File: src/hw/rtl/tvef_pkg.sv
// Shared types and character constants for the visible-escape text filter.
package tvef_pkg;

    typedef enum logic [2:0] {
        CFG_NUMBER_LINES   = 3'd0,
        CFG_NONBLANK_ONLY  = 3'd1,
        CFG_SHOW_ENDS      = 3'd2,
        CFG_SQUEEZE_BLANK  = 3'd3,
        CFG_SHOW_TABS      = 3'd4,
        CFG_SHOW_NONPRINT  = 3'd5
    } cfg_index_t;

    localparam int CFG_INDEX_W = 3;

    typedef struct packed {
        logic number_lines;
        logic number_nonblank_only;
        logic show_ends;
        logic squeeze_blank;
        logic show_tabs;
        logic show_nonprinting;
    } cfg_t;

    typedef enum logic [1:0] {
        PFX_NONE   = 2'd0,
        PFX_NUMBER = 2'd1,
        PFX_PAD    = 2'd2
    } prefix_t;

    // One decoded input word: optional line prefix plus up to four body bytes.
    typedef struct packed {
        prefix_t         prefix;
        logic [3:0][7:0] body;
        logic [2:0]      body_len;
    } desc_t;

    typedef struct packed {
        logic busy;
        logic step_last;
    } emit_stat_t;

    localparam logic [7:0] CH_NL      = 8'h0A;
    localparam logic [7:0] CH_TAB     = 8'h09;
    localparam logic [7:0] CH_SPACE   = 8'h20;
    localparam logic [7:0] CH_DOLLAR  = 8'h24;
    localparam logic [7:0] CH_CARET   = 8'h5E;
    localparam logic [7:0] CH_I       = 8'h49;
    localparam logic [7:0] CH_M       = 8'h4D;
    localparam logic [7:0] CH_DASH    = 8'h2D;
    localparam logic [7:0] CH_QMARK   = 8'h3F;
    localparam logic [6:0] CH_DEL     = 7'h7F;
    localparam logic [7:0] CH_HIGH_NL = 8'h8A;
    localparam logic [6:0] CARET_BIAS = 7'h40;
    localparam logic [6:0] CTRL_LIMIT = 7'h20;
    localparam logic [3:0] DIGIT_HI   = 4'h3;

endpackage

File: src/hw/rtl/tvef_if.sv
// Valid/ready channel interfaces for input bytes and output characters.
interface tvef_in_if;
    logic       valid;
    logic       ready;
    logic [7:0] data_byte;
    logic       file_start;

    modport source (output valid, output data_byte, output file_start, input ready);
    modport sink (input valid, input data_byte, input file_start, output ready);
endinterface

interface tvef_out_if;
    logic       valid;
    logic       ready;
    logic [7:0] out_byte;
    logic       last_of_run;

    modport source (output valid, output out_byte, output last_of_run, input ready);
    modport sink (input valid, input out_byte, input last_of_run, output ready);
endinterface

File: src/hw/rtl/tvef_decode.sv
// Line state, BCD line counter and per-word decode into an output descriptor.
module tvef_decode #(
    parameter int NUMBER_DIGITS = 6
) (
    input  logic                       clk,
    input  logic                       rst_n,
    input  tvef_pkg::cfg_t             cfg,
    input  logic                       accept,
    input  logic [7:0]                 data_byte,
    input  logic                       file_start,
    output tvef_pkg::desc_t            desc,
    output logic [4*NUMBER_DIGITS-1:0] number,
    output logic                       emits
);

    localparam int NUM_W = 4 * NUMBER_DIGITS;

    logic             at_line_start_reg, at_line_start_next;
    logic             blank_squeezed_reg, blank_squeezed_next;
    logic [NUM_W-1:0] line_number_reg, line_number_next;

    logic             cur_start;
    logic             cur_squeezed;
    logic [NUM_W-1:0] cur_number;
    logic [NUM_W-1:0] inc_number;
    logic             is_nl;
    logic             is_tab;
    logic             is_high;
    logic [6:0]       low7;
    logic             is_ctrl;
    logic [7:0]       caret_char;

    // file_start clears the line state ahead of this word
    assign cur_start    = file_start | at_line_start_reg;
    assign cur_squeezed = ~file_start & blank_squeezed_reg;
    assign cur_number   = file_start ? '0 : line_number_reg;

    // Saturating BCD increment: a digit steps when every lower digit is nine
    always_comb
    begin
        logic all_nines;
        logic carry;
        all_nines = 1'b1;
        carry     = 1'b1;
        inc_number = cur_number;
        for (int i = 0; i < NUMBER_DIGITS; i++)
        begin
            if (cur_number[4*i +: 4] != 4'd9)
                all_nines = 1'b0;
        end
        for (int i = 0; i < NUMBER_DIGITS; i++)
        begin
            if (carry)
            begin
                if (cur_number[4*i +: 4] >= 4'd9)
                    inc_number[4*i +: 4] = 4'd0;
                else
                begin
                    inc_number[4*i +: 4] = cur_number[4*i +: 4] + 4'd1;
                    carry = 1'b0;
                end
            end
        end
        if (all_nines)
            inc_number = cur_number;
    end

    assign is_nl      = (data_byte == tvef_pkg::CH_NL);
    assign is_tab     = (data_byte == tvef_pkg::CH_TAB);
    assign is_high    = data_byte[7];
    assign low7       = data_byte[6:0];
    assign is_ctrl    = (low7 < tvef_pkg::CTRL_LIMIT) || (low7 == tvef_pkg::CH_DEL);
    assign caret_char = (low7 == tvef_pkg::CH_DEL) ? tvef_pkg::CH_QMARK
                                                   : {1'b0, low7 | tvef_pkg::CARET_BIAS};

    always_comb
    begin
        desc                = '0;
        desc.prefix         = tvef_pkg::PFX_NONE;
        emits               = 1'b1;
        at_line_start_next  = at_line_start_reg;
        blank_squeezed_next = blank_squeezed_reg;
        line_number_next    = line_number_reg;
        number              = cur_number;

        if (cur_start && is_nl && cfg.squeeze_blank)
        begin
            // first blank line of a run passes as a bare newline, drop the rest
            desc.body[0]        = tvef_pkg::CH_NL;
            desc.body_len       = 3'd1;
            emits               = ~cur_squeezed;
            at_line_start_next  = 1'b1;
            blank_squeezed_next = 1'b1;
            line_number_next    = cur_number;
        end
        else
        begin
            if (cur_start && cfg.number_lines)
            begin
                if (!is_nl || !cfg.number_nonblank_only)
                    desc.prefix = tvef_pkg::PFX_NUMBER;
                else if (cfg.show_ends)
                    desc.prefix = tvef_pkg::PFX_PAD;
            end
            if (desc.prefix == tvef_pkg::PFX_NUMBER)
                number = inc_number;

            if (is_nl)
            begin
                if (cfg.show_ends)
                begin
                    desc.body[0]  = tvef_pkg::CH_DOLLAR;
                    desc.body[1]  = tvef_pkg::CH_NL;
                    desc.body_len = 3'd2;
                end
                else
                begin
                    desc.body[0]  = tvef_pkg::CH_NL;
                    desc.body_len = 3'd1;
                end
            end
            else if (is_tab)
            begin
                if (cfg.show_tabs)
                begin
                    desc.body[0]  = tvef_pkg::CH_CARET;
                    desc.body[1]  = tvef_pkg::CH_I;
                    desc.body_len = 3'd2;
                end
                else
                begin
                    desc.body[0]  = data_byte;
                    desc.body_len = 3'd1;
                end
            end
            else if (cfg.show_nonprinting)
            begin
                if (is_high && is_ctrl)
                begin
                    desc.body[0]  = tvef_pkg::CH_M;
                    desc.body[1]  = tvef_pkg::CH_DASH;
                    desc.body[2]  = tvef_pkg::CH_CARET;
                    desc.body[3]  = caret_char;
                    desc.body_len = 3'd4;
                end
                else if (is_high)
                begin
                    desc.body[0]  = tvef_pkg::CH_M;
                    desc.body[1]  = tvef_pkg::CH_DASH;
                    desc.body[2]  = {1'b0, low7};
                    desc.body_len = 3'd3;
                end
                else if (is_ctrl)
                begin
                    desc.body[0]  = tvef_pkg::CH_CARET;
                    desc.body[1]  = caret_char;
                    desc.body_len = 3'd2;
                end
                else
                begin
                    desc.body[0]  = data_byte;
                    desc.body_len = 3'd1;
                end
            end
            else
            begin
                desc.body[0]  = data_byte;
                desc.body_len = 3'd1;
            end

            // a high newline shown as M-^J still ends the line
            at_line_start_next  = is_nl ||
                                  (cfg.show_nonprinting && data_byte == tvef_pkg::CH_HIGH_NL);
            blank_squeezed_next = 1'b0;
            line_number_next    = number;
        end
    end

    always_ff @(posedge clk or negedge rst_n)
    begin
        if (!rst_n)
        begin
            at_line_start_reg  <= 1'b1;
            blank_squeezed_reg <= 1'b0;
            line_number_reg    <= '0;
        end
        else if (accept)
        begin
            at_line_start_reg  <= at_line_start_next;
            blank_squeezed_reg <= blank_squeezed_next;
            line_number_reg    <= line_number_next;
        end
    end

endmodule

File: src/hw/rtl/tvef_emit.sv
// Descriptor register and byte sequencer feeding the output register.
module tvef_emit #(
    parameter int NUMBER_DIGITS = 6
) (
    input  logic                       clk,
    input  logic                       rst_n,
    input  logic                       load,
    input  tvef_pkg::desc_t            desc,
    input  logic [4*NUMBER_DIGITS-1:0] number,
    output logic                       desc_free,
    output tvef_pkg::emit_stat_t       stat,
    tvef_out_if.source                 dout
);

    localparam int NUM_W = 4 * NUMBER_DIGITS;
    localparam int CNT_W = $clog2(NUMBER_DIGITS + 6);

    logic            desc_valid_reg, desc_valid_next;
    tvef_pkg::desc_t desc_reg;
    logic [NUM_W-1:0] number_reg;
    logic [CNT_W-1:0] idx_reg, idx_next;
    logic            out_valid_reg, out_valid_next;
    logic [7:0]      out_byte_reg;
    logic            out_last_reg;

    logic [CNT_W-1:0] pfx_len;
    logic [CNT_W-1:0] total;
    logic [CNT_W-1:0] body_idx;
    logic             is_last;
    logic             step;
    logic [7:0]       cur_byte;
    logic [NUMBER_DIGITS-1:0] zero_above;

    assign pfx_len  = (desc_reg.prefix == tvef_pkg::PFX_NONE) ? '0 : CNT_W'(NUMBER_DIGITS + 1);
    assign total    = pfx_len + CNT_W'(desc_reg.body_len);
    assign body_idx = idx_reg - pfx_len;
    assign is_last  = (idx_reg == total - CNT_W'(1));
    assign step     = desc_valid_reg && (!out_valid_reg || dout.ready);
    assign desc_free = !desc_valid_reg || (step && is_last);

    // blank out leading zeros, the ones digit always shows
    always_comb
    begin
        logic z;
        z = 1'b1;
        for (int i = NUMBER_DIGITS - 1; i >= 0; i--)
        begin
            z = z & (number_reg[4*i +: 4] == 4'd0);
            zero_above[i] = z;
        end
    end

    always_comb
    begin
        cur_byte = desc_reg.body[body_idx[1:0]];
        if (idx_reg < pfx_len)
        begin
            if (idx_reg == CNT_W'(NUMBER_DIGITS))
                cur_byte = tvef_pkg::CH_TAB;
            else
            begin
                cur_byte = tvef_pkg::CH_SPACE;
                for (int i = 0; i < NUMBER_DIGITS; i++)
                begin
                    if (idx_reg == CNT_W'(NUMBER_DIGITS - 1 - i))
                    begin
                        if (desc_reg.prefix == tvef_pkg::PFX_NUMBER &&
                            !(zero_above[i] && i != 0))
                            cur_byte = {tvef_pkg::DIGIT_HI, number_reg[4*i +: 4]};
                        else
                            cur_byte = tvef_pkg::CH_SPACE;
                    end
                end
            end
        end
    end

    always_comb
    begin
        desc_valid_next = desc_valid_reg;
        idx_next        = idx_reg;
        out_valid_next  = out_valid_reg;
        if (out_valid_reg && dout.ready)
            out_valid_next = 1'b0;
        if (step)
        begin
            out_valid_next = 1'b1;
            idx_next       = idx_reg + CNT_W'(1);
            if (is_last)
                desc_valid_next = 1'b0;
        end
        if (load)
        begin
            desc_valid_next = 1'b1;
            idx_next        = '0;
        end
    end

    always_ff @(posedge clk or negedge rst_n)
    begin
        if (!rst_n)
        begin
            desc_valid_reg <= 1'b0;
            idx_reg        <= '0;
            out_valid_reg  <= 1'b0;
        end
        else
        begin
            desc_valid_reg <= desc_valid_next;
            idx_reg        <= idx_next;
            out_valid_reg  <= out_valid_next;
        end
    end

    always_ff @(posedge clk)
    begin
        if (load)
        begin
            desc_reg   <= desc;
            number_reg <= number;
        end
        if (step)
        begin
            out_byte_reg <= cur_byte;
            out_last_reg <= is_last;
        end
    end

    assign dout.valid       = out_valid_reg;
    assign dout.out_byte    = out_byte_reg;
    assign dout.last_of_run = out_last_reg;

    assign stat.busy      = desc_valid_reg;
    assign stat.step_last = step && is_last;

endmodule

File: src/hw/rtl/text_visible_escape_filter.sv
// Top level of the caret-notation text filter: config registers, decode and emit.
//
//  channel | dir | payload                  | handshake
//  --------+-----+--------------------------+------------------------------
//  din     | in  | data_byte[7:0], file_start | valid/ready
//  dout    | out | out_byte[7:0], last_of_run | valid/ready
//  cfg     | in  | cfg_index[2:0], cfg_data   | cfg_we, no back-pressure
//
// Words that map to one character each pass at one word per cycle while dout does not stall.
// A word with a line prefix or an escape holds din ready low while the
// sequencer emits its NUMBER_DIGITS + 5 characters at most, one per cycle unless dout stalls.
// Line state updates when a word is taken; a dropped blank line is taken but emits nothing.
// Characters pass the descriptor register, then the output register. rst_n clears state and config.
// A stall on dout holds the output register, and din too while a descriptor waits.
module text_visible_escape_filter #(
    parameter int NUMBER_DIGITS = 6
) (
    input  logic                                clk,
    input  logic                                rst_n,
    input  logic                                cfg_we,
    input  logic [tvef_pkg::CFG_INDEX_W-1:0]    cfg_index,
    input  logic                                cfg_data,
    tvef_in_if.sink                             din,
    tvef_out_if.source                          dout
);

    tvef_pkg::cfg_t       cfg_reg, cfg_next;
    tvef_pkg::desc_t      desc;
    tvef_pkg::emit_stat_t stat;
    logic [4*NUMBER_DIGITS-1:0] number;
    logic                 emits;
    logic                 desc_free;
    logic                 accept;

    always_comb
    begin
        cfg_next = cfg_reg;
        if (cfg_we)
        begin
            case (tvef_pkg::cfg_index_t'(cfg_index))
                tvef_pkg::CFG_NUMBER_LINES:  cfg_next.number_lines         = cfg_data;
                tvef_pkg::CFG_NONBLANK_ONLY: cfg_next.number_nonblank_only = cfg_data;
                tvef_pkg::CFG_SHOW_ENDS:     cfg_next.show_ends            = cfg_data;
                tvef_pkg::CFG_SQUEEZE_BLANK: cfg_next.squeeze_blank        = cfg_data;
                tvef_pkg::CFG_SHOW_TABS:     cfg_next.show_tabs            = cfg_data;
                tvef_pkg::CFG_SHOW_NONPRINT: cfg_next.show_nonprinting     = cfg_data;
                default:                     cfg_next = cfg_reg;
            endcase
        end
    end

    always_ff @(posedge clk or negedge rst_n)
    begin
        if (!rst_n)
            cfg_reg <= '0;
        else
            cfg_reg <= cfg_next;
    end

    assign din.ready = desc_free;
    assign accept    = din.valid && desc_free;

    tvef_decode #(
        .NUMBER_DIGITS (NUMBER_DIGITS)
    ) u_decode (
        .clk        (clk),
        .rst_n      (rst_n),
        .cfg        (cfg_reg),
        .accept     (accept),
        .data_byte  (din.data_byte),
        .file_start (din.file_start),
        .desc       (desc),
        .number     (number),
        .emits      (emits)
    );

    tvef_emit #(
        .NUMBER_DIGITS (NUMBER_DIGITS)
    ) u_emit (
        .clk       (clk),
        .rst_n     (rst_n),
        .load      (accept && emits),
        .desc      (desc),
        .number    (number),
        .desc_free (desc_free),
        .stat      (stat),
        .dout      (dout)
    );

    // an idle sequencer always takes a word
    a_idle_ready: assert property (@(posedge clk) disable iff (!rst_n)
        !stat.busy |-> din.ready)
        else $error("din not ready while sequencer idle");

    // a character that is not the last of its word leaves the descriptor busy
    a_mid_run_busy: assert property (@(posedge clk) disable iff (!rst_n)
        (dout.valid && !dout.last_of_run) |-> stat.busy)
        else $error("partial run without pending descriptor");

    // output register fills only from a busy descriptor
    a_fill_source: assert property (@(posedge clk) disable iff (!rst_n)
        $rose(dout.valid) |-> $past(stat.busy))
        else $error("output filled without descriptor");

    // finishing a descriptor marks the character as last of its word
    a_last_flag: assert property (@(posedge clk) disable iff (!rst_n)
        stat.step_last |=> (dout.valid && dout.last_of_run))
        else $error("last_of_run missing on final character");

endmodule
File: src/flat_wrapper.sv
// flat-port wrapper written by rule: the top's interface ports become plain ports
module text_visible_escape_filter_flat 
#(
    parameter int NUMBER_DIGITS = 6
)
  (clk, rst_n, cfg_we, cfg_index, cfg_data, din_valid, din_data_byte, din_file_start, din_ready, dout_valid, dout_out_byte, dout_last_of_run, dout_ready);
  tvef_in_if din_i ();
  tvef_out_if dout_i ();
  input  logic clk;
  input  logic rst_n;
  input  logic cfg_we;
  input  logic [tvef_pkg::CFG_INDEX_W-1:0] cfg_index;
  input  logic cfg_data;
  input wire logic [$bits(din_i.valid)-1:0] din_valid;
  input wire logic [$bits(din_i.data_byte)-1:0] din_data_byte;
  input wire logic [$bits(din_i.file_start)-1:0] din_file_start;
  output wire logic [$bits(din_i.ready)-1:0] din_ready;
  output wire logic [$bits(dout_i.valid)-1:0] dout_valid;
  output wire logic [$bits(dout_i.out_byte)-1:0] dout_out_byte;
  output wire logic [$bits(dout_i.last_of_run)-1:0] dout_last_of_run;
  input wire logic [$bits(dout_i.ready)-1:0] dout_ready;
  assign din_i.valid = din_valid;
  assign din_i.data_byte = din_data_byte;
  assign din_i.file_start = din_file_start;
  assign din_ready = din_i.ready;
  assign dout_valid = dout_i.valid;
  assign dout_out_byte = dout_i.out_byte;
  assign dout_last_of_run = dout_i.last_of_run;
  assign dout_i.ready = dout_ready;
  text_visible_escape_filter #(.NUMBER_DIGITS(NUMBER_DIGITS)) u_core (.clk(clk), .rst_n(rst_n), .cfg_we(cfg_we), .cfg_index(cfg_index), .cfg_data(cfg_data), .din(din_i), .dout(dout_i));
endmodule
File: config.mk
export PLATFORM = sky130hd
export DESIGN_NAME = text_visible_escape_filter_flat
export DESIGN_NICKNAME = d
export VERILOG_FILES = /design/src/hw/rtl/tvef_pkg.sv /design/src/hw/rtl/tvef_if.sv /design/src/hw/rtl/tvef_decode.sv /design/src/hw/rtl/tvef_emit.sv /design/src/hw/rtl/text_visible_escape_filter.sv /design/src/flat_wrapper.sv
export SDC_FILE = /design/constraint.sdc
export NUM_CORES = 1
export LEC_CHECK = 0
export ABC_AREA = 0
export BUFFER_PORTS_ARGS = -buffer_cell sky130_fd_sc_hd__buf_2
export CAP_MARGIN = 15
export CORE_MARGIN = 1.5
export CORE_UTILIZATION = 30
export DETAILED_ROUTE_END_ITERATION = 12
export PLACE_DENSITY = 0.46
export REMOVE_ABC_BUFFERS = 1
export SYNTH_ARGS = -nofsm -noshare
export SYNTH_HDL_FRONTEND = slang
export SYNTH_SLANG_ARGS = --single-unit
export TNS_END_PERCENT = 5
File: constraint.sdc
create_clock -name clk -period 9.8 [get_ports clk]
set_input_delay 0.49 -clock clk [delete_from_list [all_inputs] [get_ports clk]]
set_output_delay 0.49 -clock clk [all_outputs]
set_load 0.02 [all_outputs]
Word-level counts from Yosys, hierarchy flattened
Cells that the tools add are included.
{"block": "totals", "regBits": 108, "inputBits": 18, "output_inout_bits": 11, "wordCells": 203}
{"block": "classes", "add_sub_neg": 10, "n_lt_le_gt_ge": 9, "eq_ne": 24, "mux": 75, "n_bitwise": 11, "reduce_logical": 51}
{"cell": "$mux W24", "n": 4}
{"cell": "$mux W8", "n": 9}
{"cell": "$mux W4", "n": 14}
{"cell": "$mux W19", "n": 2}
{"cell": "$mux W5", "n": 7}
{"cell": "$add A4 B1 Y4 const B", "n": 7}
{"cell": "$mux W7", "n": 4}
{"cell": "$mux W26", "n": 1}
{"cell": "$ge A4 B4 Y1 const B", "n": 6}
{"cell": "$logic_not A4 Y1", "n": 6}
{"cell": "$ne A4 B4 Y1 const B", "n": 6}
{"cell": "$mux W1", "n": 23}
{"cell": "$mux W11", "n": 2}
{"cell": "$mux W18", "n": 1}
{"cell": "$bmux W8 S2", "n": 1}
{"cell": "$eq A8 B4 Y1 const B", "n": 2}
{"cell": "$logic_and A1 B1 Y1", "n": 15}
{"cell": "$reduce_and A2 Y1", "n": 7}
{"cell": "$eq A4 B3 Y1 const B", "n": 3}
{"cell": "$mux W10", "n": 1}
{"cell": "$reduce_or A5 Y1", "n": 2}
{"cell": "$logic_not A1 Y1", "n": 9}
{"cell": "$mux W9", "n": 1}
{"cell": "$eq A4 B2 Y1 const B", "n": 2}
{"cell": "25 further kinds", "n": 45}

Logic depth before layout (Yosys ltp)
{"block": "logic_depth", "depth_word": 15, "ltp_mapped": 14, "ltp_nobuf": 12}

Modules after synthesis
Synthesis repeated with hierarchy kept, for this count alone.
{"block": "hier_totals", "hier_cells": 614, "hier_area_um2": 6563.8}
{"mod": "tvef_emit", "n_inst": 1, "cells_each": 215, "area_per_inst_um2": 3359.5, "seq_area_each_um2": 2252.2}
{"mod": "tvef_decode", "n_inst": 1, "cells_each": 379, "area_per_inst_um2": 2892.8, "seq_area_each_um2": 651.9}
{"mod": "text_visible_escape_filter", "n_inst": 1, "cells_each": 20, "area_per_inst_um2": 311.5, "seq_area_each_um2": 150.1}

Least setup slack after synthesis
OpenSTA, ideal clock, no wires.
{"block": "synth_path", "path_type": "reg2reg", "from": "register u_core.u_emit.desc_reg[35] (netlist name)", "to": "register u_core.u_emit.desc_reg[0] (netlist name), enable pin", "setup_ps": 480, "t_arrival_ps": 5532, "required_time_ps": 9320, "path_slack_ps": 3788, "path_stages_with_launch": 13, "path_buffers": 1, "period_less_slack_ps": 6012, "path_cell_list": "edfxtp_1 -> nor2_2 -> ha_1 -> inv_1 -> ha_1 -> inv_1 -> fa_1 -> xor2_1 -> xnor2_1 -> o41ai_2 -> nand2_1 -> clkbuf_1 -> nor2_1"}
{"block": "synth_between", "elab_chain_cells": 9}
{"element": "start: declaration", "line_no": "tvef_emit.sv:19", "text": "tvef_pkg::desc_t desc_reg;"}
{"element": "start signal: assignment", "line_no": "tvef_emit.sv:119", "text": "desc_reg <= desc;"}
{"element": "$logic_not A2 Y1", "line_no": "tvef_emit.sv:34", "text": "assign pfx_len = (desc_reg.prefix == tvef_pkg::PFX_NONE) ? '0 : CNT_W'(NUMBER_DIGITS + 1);"}
{"element": "$mux W3", "line_no": "tvef_emit.sv:34"}
{"element": "$add A3 B3 Y4", "line_no": "tvef_emit.sv:35", "text": "assign total = pfx_len + CNT_W'(desc_reg.body_len);"}
{"element": "$sub A4 B1 Y4", "line_no": "tvef_emit.sv:37", "text": "assign is_last = (idx_reg == total - CNT_W'(1));"}
{"element": "$eq A4 B4 Y1", "line_no": "tvef_emit.sv:37"}
{"element": "$logic_and A1 B1 Y1"}
{"element": "$logic_or A1 B1 Y1", "line_no": "tvef_emit.sv:39", "text": "assign desc_free = !desc_valid_reg || (step && is_last);"}
{"element": "named net din_ready", "line_no": "flat_wrapper.sv:17", "text": "output wire logic [$bits(din_i.ready)-1:0] din_ready;"}
{"element": "$logic_and A1 B1 Y1", "line_no": "text_visible_escape_filter.sv:61", "text": "assign accept = din.valid && desc_free;"}
{"element": "$logic_and A1 B1 Y1", "line_no": "text_visible_escape_filter.sv:82", "text": ".load (accept && emits),"}
The timed path passes the listed nets, and every way through them passes these cells.
A chain may end at the register's enable or synchronous reset.

Worst setup path in the final report
{"block": "layout_path", "from": "register u_core.u_emit.desc_reg[35] (netlist name)", "to": "register u_core.u_emit.desc_reg[3] (netlist name), enable pin"}
{"block": "layout_between", "elab_chain_cells": 9}
{"element": "$logic_not A2 Y1", "line_no": "tvef_emit.sv:34"}
{"element": "$mux W3", "line_no": "tvef_emit.sv:34"}
{"element": "$add A3 B3 Y4", "line_no": "tvef_emit.sv:35"}
{"element": "$sub A4 B1 Y4", "line_no": "tvef_emit.sv:37"}
{"element": "$eq A4 B4 Y1", "line_no": "tvef_emit.sv:37"}
{"element": "$logic_and A1 B1 Y1"}
{"element": "$logic_or A1 B1 Y1", "line_no": "tvef_emit.sv:39"}
{"element": "$logic_and A1 B1 Y1", "line_no": "text_visible_escape_filter.sv:61"}
{"element": "$logic_and A1 B1 Y1", "line_no": "text_visible_escape_filter.sv:82"}
Every way passes these cells.

==> metrics <==
outcome complete, no violations; leakage power total 2.66 nW; final setup violation count 0; highest ir drop seen on vdd 0.100 mV; root buffer cell sky130_fd_sc_hd__clkbuf_16; complex-gate fraction of the synthesized area 16.6%; startpoint of the worst-slack reg-to-reg timing path u_core.u_emit.desc_reg[35]$_SDFFCE_PP0P_; clock transition at the registers of the reported paths 0.07 ns; area grow syn2layout 11.4%; number of top-level pins 29; pins over their slew limit 0; maximum number of pins on one net before global-route repair 39; leading cell types in the layout, fill and taps excluded sky130_fd_sc_hd__edfxtp_1 (67), sky130_fd_sc_hd__nand2_1 (57), sky130_fd_sc_hd__nor2_1 (49), sky130_fd_sc_hd__a21oi_1 (43), sky130_fd_sc_hd__dfrtp_1 (37); dpl ws 4.94 ns; adder-cell share of the synthesized area 6.02%; FF+latch area 2960 um2; critical path peak fanout 38; synthesized netlist cell count 603; capture instance of the worst register-to-register path u_core.u_emit.desc_reg[3]$_SDFFCE_PP0P_; number of distinct library cells after synthesis 71; Max Cap Viol 0; top_reg_cell synth sky130_fd_sc_hd__edfxtp_1; path class of the lowest-slack min-delay path in -> async; Slew HR 32.7%; part of the Yosys area used for sequential elements 48.1%; Initial Util 30.5%; number of violations reported at the end of detailed-routing iteration 0 310; hold_buf cts 0; Worst R2R Path Depth 12; final weighted congestion in routability-driven placement 0.827; area share of and/or/nand/nor cells after synthesis 18.9%; post-synthesis async set-or-reset flop share 36.2%; final worst-path setup slack 4.99 ns; Die Span Y 146 um; critical path launch point type register; fraction of the cycle the final worst path needs 49.1%; final-layout fill cell count 2036; fraction of synthesized cell area taken by the top area cell type 32.7%; Detailed Route WL 15.5 mm; Synth Cell Area 6160 um2; mux contribution to synthesized area 4.19%; number of antenna-violating nets in the routed design 0; setup TNS 0 ns; Critical Path AT 4.81 ns; Longest Clk Path Bufs 2; clock latency at the later pin of the worst-skew pair 0.35 ns; max FFs per register 34; DIE AREA 21400 um2; vias in the first global route 4559; power density of the placed cells 223 nW/um2; htree depth 3; main combinational cell family by area after synthesis simple AND/OR/NAND/NOR gates; top cell type by total area after synthesis sky130_fd_sc_hd__edfxtp_1; Global Route Usage Sum 15.1%; antenna diode instance count 0; routed vias 4691; number of vias per cell after detailed routing 5.25; net total in the final layout 666; number of design rule violations left after detail routing 0; average footprint of a synthesized cell 10.2 um2; peak clock frequency supported by timing 208 MHz; antenna violations before repair 0; fraction of synthesized cell area in xor and xnor cells 2.13%; share of post-route cells with drive strength above 1 12.7%; CTS Buf Count 9; floorplan row count 52; post-CTS setup buffer count 0; area of the multi-input gates 2960 um2; number of warnings issued by yosys 0; Sink Count 105; hpwl dp 11.5 mm; wire length of the first global-routing pass 25.4 mm; register-to-register path setup slack 4.99 ns; DRT Pass-1 Iters 5; die width 146 um; Critical Path Sink Type register; Worst-Margin Slew 0.994 ns; count of flip-flops with a built-in enable after synthesis 67; core region area 20200 um2; RSZ-0062 raised after global routing no; clock tree from TritonCTS done; Post-Route Skew 0.00561 ns; crit path kind reg -> reg; WP data required 9.80 ns; biggest area contributors in the synthesized netlist sky130_fd_sc_hd__edfxtp_1 (33%), sky130_fd_sc_hd__dfrtp_1 (15%), sky130_fd_sc_hd__ha_1 (5.7%), sky130_fd_sc_hd__a21oi_1 (3.5%), sky130_fd_sc_hd__nand2_1 (3.5%); number of failing hold endpoints at the final stage 0; number of buffers inserted by port buffering 28; WL/cell 17.3 um; commonest non-fill, non-tap cell in the layout sky130_fd_sc_hd__edfxtp_1; number of storage elements in the synthesis netlist 105; grt total ovfl 0; crit path time final 4.81 ns; number of gates given a new drive strength after cts 0
==> worst max-delay path, cell delays in order (launching register included) <==
cell and delay (ns):
sky130_fd_sc_hd__edfxtp_1 0.47, sky130_fd_sc_hd__nor2_2 0.32, sky130_fd_sc_hd__ha_1 0.29, sky130_fd_sc_hd__inv_1 0.06
sky130_fd_sc_hd__ha_1 0.14, sky130_fd_sc_hd__inv_1 0.05, sky130_fd_sc_hd__fa_1 0.49, sky130_fd_sc_hd__xor2_1 0.15
sky130_fd_sc_hd__nand2_1 0.15, sky130_fd_sc_hd__o41ai_2 0.42, sky130_fd_sc_hd__nand2_1 0.60, sky130_fd_sc_hd__nor2_4 0.77
sky130_fd_sc_hd__buf_4 0.53
==> routing by layer <==
metal,global-route usage (%),routed length [um],up-vias
met5,0,0,-
met4,4.65,241,0
met3,2.66,513,18
met2,23.2,7040,85
met1,21.7,7700,2325
li1,-,-,2263
==> synth_stat cells, types with 4 or more instances <==
cell                        instances
sky130_fd_sc_hd__nand3_1           20
sky130_fd_sc_hd__clkbuf_1          21
sky130_fd_sc_hd__mux4_2             7
sky130_fd_sc_hd__nand2_1           57
sky130_fd_sc_hd__or3_1              5
sky130_fd_sc_hd__nand2b_1          18
sky130_fd_sc_hd__o2bb2ai_1          5
sky130_fd_sc_hd__dfrtp_1           37
sky130_fd_sc_hd__inv_1             35
sky130_fd_sc_hd__ha_1              28
sky130_fd_sc_hd__a21oi_1           43
sky130_fd_sc_hd__o31ai_1            6
sky130_fd_sc_hd__xor2_1             4
sky130_fd_sc_hd__o21ai_0           24
sky130_fd_sc_hd__buf_2              5
sky130_fd_sc_hd__edfxtp_1          67
sky130_fd_sc_hd__nor3_1            13
sky130_fd_sc_hd__nor4_1             9
sky130_fd_sc_hd__nand3b_1           4
sky130_fd_sc_hd__nand4b_1           4
sky130_fd_sc_hd__xnor2_1           11
sky130_fd_sc_hd__a32oi_1            5
sky130_fd_sc_hd__and2_1            12
sky130_fd_sc_hd__nor2_1            50
sky130_fd_sc_hd__a21o_1            13
sky130_fd_sc_hd__nand4_1           12
sky130_fd_sc_hd__o21ai_1           11
sky130_fd_sc_hd__mux2_2             8
sky130_fd_sc_hd__nor2b_1            5
==> cell families (layout without fill, tap and decap cells) <==
kind of cell,after synthesis,after routing
AOI/OAI and AO/OA,149,149
buffers and inverters,63,84
muxes,16,16
and+or+nand+nor,226,226
DFF,105,105
adders and majority gates,29,29
xor gates and xnor gates,15,15
==> worst max path at each step <==
stage | from | to | slack (ns) | cells after the start
final | u_core.u_emit.desc_reg[35]$_SDFFCE_PP0P_ | u_core.u_emit.desc_reg[3]$_SDFFCE_PP0P_ | 4.99 | 12
after global routing | u_core.u_emit.desc_reg[35]$_SDFFCE_PP0P_ | u_core.u_emit.desc_reg[15]$_SDFFCE_PP0P_ | 4.59 | 12
after CTS | u_core.u_emit.desc_reg[35]$_SDFFCE_PP0P_ | u_core.u_emit.desc_reg[7]$_SDFFCE_PP0P_ | 4.92 | 12
after detailed placement | u_core.u_emit.desc_reg[35]$_SDFFCE_PP0P_ | u_core.u_emit.desc_reg[7]$_SDFFCE_PP0P_ | 4.94 | 12
after global placement | u_core.u_emit.desc_reg[35]$_SDFFCE_PP0P_ | u_core.u_emit.desc_reg[15]$_SDFFCE_PP0P_ | 5.13 | 12
after floorplan | u_core.u_emit.desc_reg[35]$_SDFFCE_PP0P_ | u_core.u_emit.desc_reg[0]$_SDFFCE_PP1P_ | 3.62 | 11
==> power breakdown <==
group | internal [mW] | switching, mW | leakage [nW]
logic | 0.194 | 0.337 | 1.39
registers | 0.584 | 0.0560 | 1.12
clock network | 0.180 | 0.177 | 0.142
total | 0.959 | 0.570 | 2.66
==> metrics by stage <==
| stage | area [um2] | hold WS, ns | total power [mW] | cells | util [%] |
|---|---|---|---|---|---|
| floorplan | 6040 | 0.194 | 1.02 | 575 | - |
| global placement | 6570 | 0.470 | 1.18 | 878 | 32.6 |
| detailed placement | 6570 | 0.468 | 1.19 | 878 | 32.6 |
| CTS | 6860 | 0.326 | 1.55 | 894 | 34.0 |
| global route | 6860 | 0.383 | 1.63 | 894 | 34.0 |
| finish | 6860 | 0.300 | 1.53 | 894 | 34.0 |
==> layout make-up <==
class,count,area share [%]
multi-input combinational,435,43.1
clock buffer,9,3.28
inverter,35,1.91
tap,270,4.92
sequential,105,43.2
timing repair buffer,33,2.59
clock inverter,7,0.985
Note: power is estimated with default switching activity, not from simulation.
